--- src/rtl/tfr_pkg.sv ---
// Shared types and constants for the TLB with FIFO replacement.
`timescale 1ns / 1ps
`default_nettype none

package tfr_pkg;

    localparam int NUM_ENTRIES_DEF = 16;
    localparam int PAGE_BITS_DEF   = 8;
    localparam int FRAME_BITS_DEF  = 8;

    localparam int PAGE_W  = 8;
    localparam int FRAME_W = 8;
    localparam int SLOT_W  = 4;
    localparam int COUNT_W = 32;

    localparam logic CMD_LOOKUP = 1'b0;
    localparam logic CMD_ADD    = 1'b1;

    typedef struct packed {
        logic               command;
        logic [PAGE_W-1:0]  page;
        logic [FRAME_W-1:0] frame_in;
        logic               readonly_in;
    } tfr_req_t;

    typedef struct packed {
        logic               hit;
        logic [FRAME_W-1:0] frame_out;
        logic               readonly_out;
        logic [SLOT_W-1:0]  slot;
        logic [COUNT_W-1:0] hit_count;
        logic [COUNT_W-1:0] miss_count;
        logic [COUNT_W-1:0] change_count;
    } tfr_rsp_t;

endpackage

`default_nettype wire

--- src/rtl/tfr_fifo.sv ---
// Replacement order queue: oldest entry index at the head, shifted on removal.
`timescale 1ns / 1ps
`default_nettype none

module tfr_fifo #(
    parameter int NUM_ENTRIES = tfr_pkg::NUM_ENTRIES_DEF,
    localparam int IW = $clog2(NUM_ENTRIES),
    localparam int LW = $clog2(NUM_ENTRIES + 1)
) (
    input  logic          clk,
    input  logic          rst_n,
    input  logic          update_en,
    input  logic          remove_en,
    input  logic [IW-1:0] value,
    output logic [IW-1:0] head,
    output logic          head_ok
);

    logic [IW-1:0]          order_reg  [NUM_ENTRIES];
    logic [IW-1:0]          order_next [NUM_ENTRIES];
    logic [LW-1:0]          len_reg;
    logic [LW-1:0]          len_next;
    logic [LW-1:0]          len_mid;
    logic [NUM_ENTRIES-1:0] match;
    logic [NUM_ENTRIES-1:0] shift;
    logic                   removed;

    assign head    = order_reg[0];
    assign head_ok = (len_reg != '0) && (LW'(order_reg[0]) < LW'(NUM_ENTRIES));

    always_comb
    begin
        for (int k = 0; k < NUM_ENTRIES; k++)
        begin
            match[k] = remove_en && (LW'(k) < len_reg) && (order_reg[k] == value);
        end
        // Every position at or above the first match moves down by one.
        for (int k = 0; k < NUM_ENTRIES; k++)
        begin
            shift[k] = 1'b0;
            for (int j = 0; j <= k; j++)
            begin
                shift[k] = shift[k] | match[j];
            end
        end
        removed = |match;
        len_mid = len_reg - LW'(removed);

        order_next = order_reg;
        for (int k = 0; k < NUM_ENTRIES - 1; k++)
        begin
            if (shift[k])
            begin
                order_next[k] = order_reg[k + 1];
            end
        end
        len_next = len_mid;
        if (len_mid < LW'(NUM_ENTRIES))
        begin
            order_next[len_mid[IW-1:0]] = value;
            len_next = len_mid + LW'(1);
        end
    end

    always_ff @(posedge clk)
    begin
        if (update_en)
        begin
            order_reg <= order_next;
        end
    end

    always_ff @(posedge clk or negedge rst_n)
    begin
        if (!rst_n)
        begin
            len_reg <= '0;
        end
        else if (update_en)
        begin
            len_reg <= len_next;
        end
    end

`ifndef ASSERT_OFF
    a_len_bound: assert property (@(posedge clk) disable iff (!rst_n)
        len_reg <= LW'(NUM_ENTRIES))
        else $error("replacement queue longer than the entry count");

    a_append_grows: assert property (@(posedge clk) disable iff (!rst_n)
        update_en && !remove_en && (len_reg < LW'(NUM_ENTRIES))
        |=> len_reg == $past(len_reg) + LW'(1))
        else $error("append to a free slot did not grow the queue");
`endif

endmodule

`default_nettype wire

--- src/rtl/tfr_cam.sv ---
// Entry store with parallel page and frame compare and victim selection.
`timescale 1ns / 1ps
`default_nettype none

module tfr_cam #(
    parameter int NUM_ENTRIES = tfr_pkg::NUM_ENTRIES_DEF,
    parameter int PAGE_BITS   = tfr_pkg::PAGE_BITS_DEF,
    parameter int FRAME_BITS  = tfr_pkg::FRAME_BITS_DEF,
    localparam int IW = $clog2(NUM_ENTRIES)
) (
    input  logic                  clk,
    input  logic                  rst_n,
    input  tfr_pkg::tfr_req_t     req,
    input  logic                  write_en,
    input  logic [IW-1:0]         head,
    input  logic                  head_ok,
    output logic                  hit,
    output logic [FRAME_BITS-1:0] hit_frame,
    output logic                  hit_readonly,
    output logic [IW-1:0]         hit_index,
    output logic [IW-1:0]         add_index,
    output logic                  remove_en
);

    import tfr_pkg::*;

    localparam int PC = (PAGE_BITS < PAGE_W) ? PAGE_BITS : PAGE_W;
    localparam int FC = (FRAME_BITS < FRAME_W) ? FRAME_BITS : FRAME_W;

    logic                   valid_reg    [NUM_ENTRIES];
    logic [PAGE_BITS-1:0]   page_reg     [NUM_ENTRIES];
    logic [FRAME_BITS-1:0]  frame_reg    [NUM_ENTRIES];
    logic                   readonly_reg [NUM_ENTRIES];

    logic [PAGE_BITS-1:0]   pg;
    logic [FRAME_BITS-1:0]  fr;
    logic [NUM_ENTRIES-1:0] page_match;
    logic [NUM_ENTRIES-1:0] frame_match;
    logic [NUM_ENTRIES-1:0] free_vec;
    logic [NUM_ENTRIES-1:0] page_oh;
    logic [NUM_ENTRIES-1:0] frame_oh;
    logic [NUM_ENTRIES-1:0] free_oh;
    logic [IW-1:0]          frame_index;
    logic [IW-1:0]          free_index;

    always_comb
    begin
        pg = '0;
        pg[PC-1:0] = req.page[PC-1:0];
        fr = '0;
        fr[FC-1:0] = req.frame_in[FC-1:0];
    end

    always_comb
    begin
        for (int i = 0; i < NUM_ENTRIES; i++)
        begin
            page_match[i]  = valid_reg[i] && (page_reg[i] == pg);
            frame_match[i] = valid_reg[i] && (frame_reg[i] == fr);
            free_vec[i]    = !valid_reg[i];
        end
        // Isolate the lowest set bit so that the lowest index wins.
        page_oh  = page_match & (~page_match + NUM_ENTRIES'(1));
        frame_oh = frame_match & (~frame_match + NUM_ENTRIES'(1));
        free_oh  = free_vec & (~free_vec + NUM_ENTRIES'(1));

        hit_index    = '0;
        frame_index  = '0;
        free_index   = '0;
        hit_frame    = '0;
        hit_readonly = 1'b0;
        for (int i = 0; i < NUM_ENTRIES; i++)
        begin
            if (page_oh[i])
            begin
                hit_index    = hit_index | IW'(i);
                hit_frame    = hit_frame | frame_reg[i];
                hit_readonly = hit_readonly | readonly_reg[i];
            end
            if (frame_oh[i])
            begin
                frame_index = frame_index | IW'(i);
            end
            if (free_oh[i])
            begin
                free_index = free_index | IW'(i);
            end
        end
        hit = |page_match;
    end

    // Reuse the entry holding the frame, else a free entry, else the oldest one, else entry zero.
    always_comb
    begin
        if (|frame_match)
        begin
            add_index = frame_index;
            remove_en = 1'b1;
        end
        else if (|free_vec)
        begin
            add_index = free_index;
            remove_en = 1'b0;
        end
        else if (head_ok)
        begin
            add_index = head;
            remove_en = 1'b1;
        end
        else
        begin
            add_index = '0;
            remove_en = 1'b1;
        end
    end

    always_ff @(posedge clk)
    begin
        if (write_en)
        begin
            page_reg[add_index]     <= pg;
            frame_reg[add_index]    <= fr;
            readonly_reg[add_index] <= req.readonly_in;
        end
    end

    always_ff @(posedge clk or negedge rst_n)
    begin
        if (!rst_n)
        begin
            for (int i = 0; i < NUM_ENTRIES; i++)
            begin
                valid_reg[i] <= 1'b0;
            end
        end
        else if (write_en)
        begin
            valid_reg[add_index] <= 1'b1;
        end
    end

endmodule

`default_nettype wire

--- src/rtl/tlb_fifo_replacement.sv ---
// Top level of the fully associative TLB with FIFO replacement.
`timescale 1ns / 1ps
`default_nettype none

// Fully associative TLB of NUM_ENTRIES entries. A lookup request compares its page
// against all valid entries at once and returns hit, frame, read-only flag and slot;
// an add request writes the entry that already holds the frame, else the lowest free
// entry, else the oldest entry in replacement order. Each response also carries the
// running hit, miss and change counts. One request is taken every clock cycle while
// responses are not stalled. A request is held in the input register; the parallel
// compare and the queue shift then load the response register, which presents the
// response. Entry contents are not cleared by reset, only the valid bits, so the
// block takes requests right after reset.
module tlb_fifo_replacement #(
    parameter int NUM_ENTRIES = tfr_pkg::NUM_ENTRIES_DEF,
    parameter int PAGE_BITS   = tfr_pkg::PAGE_BITS_DEF,
    parameter int FRAME_BITS  = tfr_pkg::FRAME_BITS_DEF
) (
    input  logic              clk,
    input  logic              rst_n,
    input  logic              req_valid,
    output logic              req_stall,
    input  tfr_pkg::tfr_req_t req_data,
    output logic              rsp_valid,
    input  logic              rsp_stall,
    output tfr_pkg::tfr_rsp_t rsp_data
);

    import tfr_pkg::*;

    localparam int IW = $clog2(NUM_ENTRIES);
    localparam int SC = (IW < SLOT_W) ? IW : SLOT_W;
    localparam int FC = (FRAME_BITS < FRAME_W) ? FRAME_BITS : FRAME_W;

    logic                  in_valid_reg;
    tfr_req_t              req_reg;
    logic                  rsp_valid_reg;
    tfr_rsp_t              rsp_data_reg;
    logic [COUNT_W-1:0]    hit_cnt_reg;
    logic [COUNT_W-1:0]    miss_cnt_reg;
    logic [COUNT_W-1:0]    change_cnt_reg;
    logic [COUNT_W-1:0]    hit_cnt_next;
    logic [COUNT_W-1:0]    miss_cnt_next;
    logic [COUNT_W-1:0]    change_cnt_next;

    logic                  advance;
    logic                  proc;
    logic                  is_add;
    logic                  cam_hit;
    logic [FRAME_BITS-1:0] cam_frame;
    logic                  cam_readonly;
    logic [IW-1:0]         hit_index;
    logic [IW-1:0]         add_index;
    logic                  remove_en;
    logic [IW-1:0]         head;
    logic                  head_ok;
    tfr_rsp_t              rsp_next;

    assign advance   = !rsp_valid_reg || !rsp_stall;
    assign proc      = in_valid_reg && advance;
    assign req_stall = in_valid_reg && !advance;
    assign rsp_valid = rsp_valid_reg;
    assign rsp_data  = rsp_data_reg;
    assign is_add    = (req_reg.command == CMD_ADD);

    tfr_cam #(
        .NUM_ENTRIES (NUM_ENTRIES),
        .PAGE_BITS   (PAGE_BITS),
        .FRAME_BITS  (FRAME_BITS)
    ) u_cam (
        .clk          (clk),
        .rst_n        (rst_n),
        .req          (req_reg),
        .write_en     (proc && is_add),
        .head         (head),
        .head_ok      (head_ok),
        .hit          (cam_hit),
        .hit_frame    (cam_frame),
        .hit_readonly (cam_readonly),
        .hit_index    (hit_index),
        .add_index    (add_index),
        .remove_en    (remove_en)
    );

    tfr_fifo #(
        .NUM_ENTRIES (NUM_ENTRIES)
    ) u_fifo (
        .clk       (clk),
        .rst_n     (rst_n),
        .update_en (proc && is_add),
        .remove_en (remove_en),
        .value     (add_index),
        .head      (head),
        .head_ok   (head_ok)
    );

    always_comb
    begin
        hit_cnt_next    = hit_cnt_reg;
        miss_cnt_next   = miss_cnt_reg;
        change_cnt_next = change_cnt_reg;
        if (is_add)
        begin
            change_cnt_next = change_cnt_reg + COUNT_W'(1);
        end
        else if (cam_hit)
        begin
            hit_cnt_next = hit_cnt_reg + COUNT_W'(1);
        end
        else
        begin
            miss_cnt_next = miss_cnt_reg + COUNT_W'(1);
        end

        rsp_next              = '0;
        rsp_next.hit_count    = hit_cnt_next;
        rsp_next.miss_count   = miss_cnt_next;
        rsp_next.change_count = change_cnt_next;
        if (is_add)
        begin
            rsp_next.slot[SC-1:0] = add_index[SC-1:0];
        end
        else if (cam_hit)
        begin
            rsp_next.hit                = 1'b1;
            rsp_next.frame_out[FC-1:0]  = cam_frame[FC-1:0];
            rsp_next.readonly_out       = cam_readonly;
            rsp_next.slot[SC-1:0]       = hit_index[SC-1:0];
        end
    end

    always_ff @(posedge clk)
    begin
        if (req_valid && !req_stall)
        begin
            req_reg <= req_data;
        end
        if (proc)
        begin
            rsp_data_reg <= rsp_next;
        end
    end

    always_ff @(posedge clk or negedge rst_n)
    begin
        if (!rst_n)
        begin
            in_valid_reg   <= 1'b0;
            rsp_valid_reg  <= 1'b0;
            hit_cnt_reg    <= '0;
            miss_cnt_reg   <= '0;
            change_cnt_reg <= '0;
        end
        else
        begin
            if (req_valid && !req_stall)
            begin
                in_valid_reg <= 1'b1;
            end
            else if (advance)
            begin
                in_valid_reg <= 1'b0;
            end
            if (advance)
            begin
                rsp_valid_reg <= in_valid_reg;
            end
            if (proc)
            begin
                hit_cnt_reg    <= hit_cnt_next;
                miss_cnt_reg   <= miss_cnt_next;
                change_cnt_reg <= change_cnt_next;
            end
        end
    end

`ifndef ASSERT_OFF
    a_miss_zero: assert property (@(posedge clk) disable iff (!rst_n)
        rsp_valid && !rsp_data.hit
        |-> (rsp_data.frame_out == '0) && !rsp_data.readonly_out)
        else $error("response without a hit carries frame or read-only data");

    a_proc_rsp: assert property (@(posedge clk) disable iff (!rst_n)
        proc |=> rsp_valid)
        else $error("processed request produced no response");

    a_add_counts: assert property (@(posedge clk) disable iff (!rst_n)
        proc && is_add |=> change_cnt_reg == $past(change_cnt_reg) + COUNT_W'(1))
        else $error("add request not counted as a change");
`endif

endmodule

`default_nettype wire

--- config.mk ---
export PLATFORM = sky130hd
export DESIGN_NAME = tlb_fifo_replacement
export DESIGN_NICKNAME = d
export VERILOG_FILES = /design/src/rtl/tfr_pkg.sv /design/src/rtl/tfr_fifo.sv /design/src/rtl/tfr_cam.sv /design/src/rtl/tlb_fifo_replacement.sv
export SDC_FILE = /design/constraint.sdc
export NUM_CORES = 1
export LEC_CHECK = 0
export BUFFER_PORTS_ARGS = -buffer_cell sky130_fd_sc_hd__buf_2
export CAP_MARGIN = 10
export CORE_AREA = 4 4 278 416
export CTS_BUF_LIST = sky130_fd_sc_hd__clkbuf_2
export DETAILED_ROUTE_END_ITERATION = 12
export DIE_AREA = 0 0 282 420
export HOLD_SLACK_MARGIN = 0.05
export SLEW_MARGIN = 15
export SYNTH_ARGS = -nofsm -noshare
export SYNTH_HDL_FRONTEND = slang
export SYNTH_SLANG_ARGS = --single-unit
export TNS_END_PERCENT = 100
--- constraint.sdc ---
create_clock -name clk -period 7.1 [get_ports clk]
set_input_delay 0.71 -clock clk [delete_from_list [all_inputs] [get_ports clk]]
set_output_delay 0.71 -clock clk [all_outputs]
set_load 0.005 [all_outputs]
==> flow_summary.yaml, run 1 <==
status:
  status: "finished, final reports clean"
timing:
  finClkSkew_ps: 127
  post-route-period-util_pct: 94.1
  slew_violations: 0
  relSlewSlack_pct: 34.9
  fmax_ghz: 0.150
  tightest_slew_ps: 971
  layout_min_cycle_time_ps: 6680
  final-hold-violation-count: 0
  finalSetupTns_ps: 0
  finalSetupViolCount: 0
  rsz0062_at_grt: "false"
detailed_routing:
  wl_per_cell_microns: 17.3
  ant_nets: 0
  viasPerCell: 4.46
  via_count: 18300
  drt-total-wl_microns: 71100
  firstDrtPassIters: 6
  drc: 0
  drt_iter0_markers: 1317
floorplan:
  die_h_microns: 420
  pin_count: 134
  rows: 150
  dieWidth_microns: 282
  initial_utilization_pct: 24.9
  coreArea_sq_um: 112000
  die_area_sq_um: 118000
global_routing:
  grt.overflow.total: 0
  grt_max_degree: 81
  antenna_found_initial: 5
  first_global_vias: 18700
  grt_pass1_wl_microns: 109000
  grt_use_total_pct: 11.9
synthesis:
  syn_area_sq_um: 27800
  ys_ff_latch: 583
  synth_ff_type: "edfxtp_1"
  synth_edf_count: 464
  synth_warnings: 0
  avgSynthCellArea_sq_um: 12.5
  async_flop_share_pct: 20.4
  synthCells: 2230
  ys_seq_area_share_pct: 60.9
  synth_nets: 2261
  ys_types: 70
setup_path:
  critPathArrivalTime_ps: 7660
  path_class: "reg2reg"
  critPathLaunchType: "flop"
  worst-path-max-fanout: 18
  end_kind: "flop"
  worstPathRequired_ps: 8080
worst_hold_path:
  hp-class: "in2reg"
clocking:
  clock_sinks: 583
  insertion_delay_ps: 1350
  numCtsBuffers: 151
  clk_pin_slew_ps: 100
  cts_tree: "built"
  h-tree-depth: 4
  cts-root-buf: "clkbuf_2"
  clockBufferDepth: 3
job:
  maxCapViolations: 0
place:
  portBuffers: 133
  place_hpwl_microns: 49200
  place_inst: 3794
  place_congestion: 0.894
power_and_ir_drop:
  ir_drop_uv: 146
  finalPower_w: 0.00844
  p_leak_nw: 12.3
  power_density_nw_per_um2: 261
finish:
  final_common_cell: "edfxtp_1"
  area_delta_synth_final_pct: 16.5
  drive_gt1_share_pct: 19.9
  final_cell_count_no_fill: 4110
  utilization_pct: 29.0
  num-nets-final: 2579
  final_cell_mix: "edfxtp_1 (464), xnor2_1 (312), clkbuf_2 (230)"
area by class of cell:
| type | instances | area, sq um |
|---|---|---|
| fillers | 11500 | 79300 |
| flip-flops and latches | 583 | 16900 |
| multi-input cells | 1527 | 10300 |
| well taps | 1444 | 1810 |
| repair buffers | 260 | 1790 |
| clock buffers | 230 | 1150 |
| clock inverters | 39 | 282 |
| inverters | 25 | 98.8 |
| diodes | 2 | 5.00 |
repair_timing:
action	in CTS	in global routing
hold buffers	43	0
resized for setup	0	4
setup buffers	0	2
endpoints found under the hold margin	101	0
endpoints found under the setup margin	0	60
where the power goes:
group	internal, W	switching [W]
combinational	0.000672	0.00113
clock	0.00101	0.00139
sequential	0.00399	0.000249
total	0.00567	0.00277
worst max-delay path, stage by stage (launching register included):
cell       delay, ps
edfxtp_1         680
buf_4            330
xor2_1           110
nor4_2           290
nand4_1          300
or4_1            540
a21oi_1          330
nand4_1          200
nand3_2          320
o21ai_0          160
a2111oi_0        490
buf_4            220
a211oi_4          50
nand4_2          100
a21o_1           200
a31o_2           130
ha_1             150
ha_1             250
nand2_1           90
xnor2_1          540
and2_1           390
nand2_1          230
o21ai_0          130
a22oi_1          110
per-stage QoR:
step / cell area [sq um] / hold slack (ps) / worst slack, ps
floorplan: 27800 / 414 / 1300
global placement: 30500 / 474 / 411
detailed placement: 30500 / 480 / 272
CTS: 32300 / 70.3 / 208
global route: 32400 / 162 / 36.6
finish: 32400 / 294 / 416
cells by family after synthesis:
kind of cell	after synthesis	share of synthesized area [%]
flops	583	60.9
buf+inv	120	2.21
simple gates	717	12.9
mux	57	2.07
xor+xnor	502	15.8
compound gates	242	5.70
fa+ha+maj	9	0.405
synthesized netlist by cell type, types with 8 or more instances:
library cell | n | area share, %
edfxtp_1 | 464 | 50
a222oi_1 | 14 | 0.50
buf_6 | 9 | 0.36
nand4_1 | 56 | 1.3
nor3_1 | 70 | 1.3
buf_2 | 19 | 0.34
a31oi_1 | 10 | 0.23
clkbuf_1 | 40 | 0.54
xor2_1 | 190 | 6.0
dfrtp_1 | 119 | 11
nand3_1 | 92 | 1.7
nand2b_1 | 10 | 0.23
o21ai_0 | 26 | 0.47
inv_1 | 20 | 0.27
and3_1 | 27 | 0.61
and4_1 | 10 | 0.32
or3_1 | 22 | 0.50
xnor2_1 | 312 | 9.8
or2_2 | 20 | 0.45
a21oi_1 | 112 | 2.0
nand2_1 | 168 | 2.3
buf_4 | 19 | 0.51
nor4_1 | 25 | 0.56
nor2_1 | 171 | 2.3
mux2i_1 | 54 | 1.9
ha_1 | 9 | 0.41
a22oi_1 | 26 | 0.70
and2_1 | 8 | 0.18
worst paths after layout:
check	start	end	slack, ps	depth (start not counted)
min	rsp_stall	rsp_valid	290	4
max	req_reg[4]	u_fifo.order_reg[20]	420	23
max in group asynchronous	rst_n	change_cnt_reg[29]	5730	4
max reg2reg	req_reg[4]	u_fifo.order_reg[20]	420	23
min reg2reg	miss_cnt_reg[31]	miss_cnt_reg[31]	490	1
min in group asynchronous	rst_n	u_cam.valid_reg[12]	520	4
layer usage:
metal	wire length (microns)	vias up	GRT usage (%)
li1	-	8755	-
met1	29100	8918	13.9
met2	36100	503	20.7
met3	3220	157	2.42
met4	2670	4	5.58
met5	21	-	0
Note: power is estimated with default switching activity, not from simulation.
==> run 2: changes to the inputs <==
--- a/config.mk
+++ b/config.mk
@@ -7,13 +7,14 @@
 export LEC_CHECK = 0
 export BUFFER_PORTS_ARGS = -buffer_cell sky130_fd_sc_hd__buf_2
 export CAP_MARGIN = 10
-export CORE_AREA = 4 4 278 416
+export CORE_AREA = 4 4 286 428
 export CTS_BUF_LIST = sky130_fd_sc_hd__clkbuf_2
 export DETAILED_ROUTE_END_ITERATION = 12
-export DIE_AREA = 0 0 282 420
+export DIE_AREA = 0 0 290 432
 export HOLD_SLACK_MARGIN = 0.05
 export SLEW_MARGIN = 15
 export SYNTH_ARGS = -nofsm -noshare
 export SYNTH_HDL_FRONTEND = slang
+export SYNTH_HIERARCHICAL = 1
 export SYNTH_SLANG_ARGS = --single-unit
 export TNS_END_PERCENT = 100
==> run 2 against run 1 <==
  * Hold slack improved by 160 ps
  * Die area rose by 5.8%
  * Via count rose by 9.1%
  * Sequential power rose by 0.9%
  * Synthesized cell count rose by 8.5%
  * Final cell count rose by 6.5%
  * Fmax rose by 2.4%
  * Non-clock buffer count fell by 2
  * Global-route usage rose by 0.45 points
  * Area after synthesis rose by 6.0%
  * Largest cell class unchanged
==> flow_summary.yaml, run 2 <==
status:
  status: "finished, final reports clean"
detailed_routing:
  route.met3.wl_microns: 4050
  via_count: 20000
  drt-total-wl_microns: 78700
  viasPerCell: 4.57
  firstDrtPassIters: 5
  top_layer: "met5"
  drt_iter0_markers: 1350
  drc: 0
  wl_met2_microns: 39900
  drt-met1-wl_microns: 31000
  wl_per_cell_microns: 18.0
  ant_nets: 0
clocking:
  insertion_delay_ps: 1400
  numCtsBuffers: 148
  clk_pin_slew_ps: 110
  h-tree-depth: 4
  cts_tree: "built"
  postCtsResizedCells: 0
  clockBufferDepth: 3
  cts-root-buf: "clkbuf_2"
  clock_sinks: 583
place:
  post_dp_cell_area_sq_um: 31900
  place_congestion: 0.909
  place_hpwl_microns: 55900
  portBuffers: 133
synthesis:
  synth.area.top_cells: "edfxtp_1 (47%), dfrtp_1 (10%), xnor2_1 (10%)"
  synth_top_area_share_pct: 47.3
  synth_warnings: 6
  async_flop_share_pct: 20.4
  synth.most_common_cell: "edfxtp_1"
  synth_edf_count: 464
  avgSynthCellArea_sq_um: 12.2
  synth_nets: 2450
  synth_ff_type: "edfxtp_1"
  ys_top_cells_by_count: "edfxtp_1 (464), xnor2_1 (337), nand2_1 (215)"
  ys_seq_area_share_pct: 57.4
  synthCells: 2419
  ys_ff_latch: 583
  synth_largest_area_cell: "edfxtp_1"
  ys_types: 96
  syn_area_sq_um: 29400
setup_path:
  critPathLaunchType: "flop"
  path_class: "reg2reg"
  worstPathRequired_ps: 8220
  end_kind: "flop"
  cp_slowest_cell: "nor4_1"
  worst-path-max-fanout: 28
  ff2ff_path_depth: 21
  slowest_delay_ps: 720
  critPathArrivalTime_ps: 7650
  path_cells: "buf_4 -> xnor2_1 -> nand3_1 -> nor3_2 -> nor4_1 -> nand2_1 -> nor4_1 -> nor2_4 -> buf_12 -> xor2_1 -> or4_1 -> and4_1 -> nand2_1 -> ha_1 -> ha_1 -> buf_4 -> nor3b_1 -> o21ai_1 -> a21oi_2 -> mux2i_1 -> mux2i_1"
power_and_ir_drop:
  ir_drop_uv: 179
  power_density_nw_per_um2: 261
  p_leak_nw: 12.5
finish:
  drive_gt1_share_pct: 19.1
  utilization_pct: 28.6
  final_common_cell: "edfxtp_1"
  regArea_sq_um: 16900
  multi_input_area_sq_um: 11500
  area_delta_synth_final_pct: 15.2
  final_cell_mix: "edfxtp_1 (464), xnor2_1 (337), nand2_1 (215)"
  fillers: 12400
  final_area_sq_um: 33900
  num-nets-final: 2717
global_routing:
  grt_pass1_wl_microns: 121000
  grt.overflow.total: 0
  grt_max_degree: 73
  first_global_vias: 20400
  grt_use_total_pct: 12.3
  antenna_found_initial: 6
floorplan:
  initial_utilization_pct: 24.8
  coreArea_sq_um: 119000
  die_h_microns: 432
  die_area_sq_um: 125000
  dieWidth_microns: 290
  pin_count: 134
  rows: 155
timing:
  finClkSkew_ps: 120
  finalSetupViolCount: 0
  relSlewSlack_pct: 25.4
  hold_slack_ps: 452
  finalSetupTns_ps: 0
  fmax_ghz: 0.153
  final-hold-violation-count: 0
  rsz0062_at_grt: "false"
  tightest_slew_ps: 1110
  slew_violations: 0
  post-route-period-util_pct: 92.0
  layout_min_cycle_time_ps: 6530
job:
  maxCapViolations: 0
worst_hold_path:
  hp-class: "in2async"
-- run 2: cell count changes after synthesis, moves of 16 or more --
cell,previous run,this run
a21oi_1,112,11
nand4_1,56,108
nand2_1,168,215
nand3_1,92,132
nor2_1,171,132
xnor2_1,312,337
a22oi_1,26,2
and2_1,8,29
a31oi_1,10,29
xor2_1,190,174
-- run 2: worst max-delay path, delay by kind of cell, from the launching register on --
family | cells | cell delay [ps]
fa+ha+maj | 2 | 380
compound gates | 2 | 770
mux | 2 | 350
flops | 1 | 350
simple gates | 10 | 3220
buf+inv | 3 | 780
xor+xnor | 2 | 370
-- run 2: cell families after synthesis --
| logic type | synth area share (%) |
|---|---|
| simple gates | 15.7 |
| flops | 57.4 |
| xor+xnor | 15.2 |
| compound gates | 5.51 |
| buf+inv | 3.75 |
| mux | 2.06 |
| fa+ha+maj | 0.382 |
-- run 2: path summary, 6_finish.rpt --
kind | startpoint | endpoint | slack [ps]
max | req_reg[7] | u_fifo/order_reg[7] | 570
min | rst_n | u_cam/valid_reg[6] | 450
max reg2reg | req_reg[7] | u_fifo/order_reg[7] | 570
min reg2reg | in_valid_reg | rsp_valid | 470
max in group asynchronous | rst_n | change_cnt_reg[19] | 5790
min in group clk | rsp_stall | in_valid_reg | 470
-- run 2: layout make-up --
| class | count | share of cell area, % |
|---|---|---|
| flip-flops and latches | 583 | 49.9 |
| inverters | 34 | 0.391 |
| clock inverters | 58 | 1.17 |
| clock buffers | 210 | 3.10 |
| multi-input cells | 1661 | 34.0 |
| well taps | 1570 | 5.79 |
| repair buffers | 258 | 5.63 |
| diodes | 5 | 0.0369 |
-- run 2: per-layer routing --
layer / GRT usage, % / vias to the layer above
li1: - / 9423
met1: 14.0 / 9767
met2: 21.6 / 619
met3: 2.79 / 189
met4: 6.42 / 2
met5: 0 / -
-- run 2: timing repair --
item / 4_1_cts / 5_1_grt
setup buffers: 0 / 7
hold endpoints to repair: 229 / 0
endpoints found under the setup margin: 0 / 17
hold buffers: 43 / 0
-- run 2: power breakdown --
group	internal (W)	total, W	switching [W]
sequential	0.00401	0.00428	0.000270
combinational	0.000797	0.00214	0.00134
clock	0.000997	0.00242	0.00143
-- run 2: through the flow --
stage | total power (W) | std cells | setup slack (ps)
floorplan | 0.00576 | 2419 | 1210
global placement | 0.00644 | 4056 | 675
detailed placement | 0.00647 | 4056 | 381
CTS | 0.00897 | 4367 | 336
global route | 0.00935 | 4377 | 89.1
finish | 0.00884 | 4379 | 571
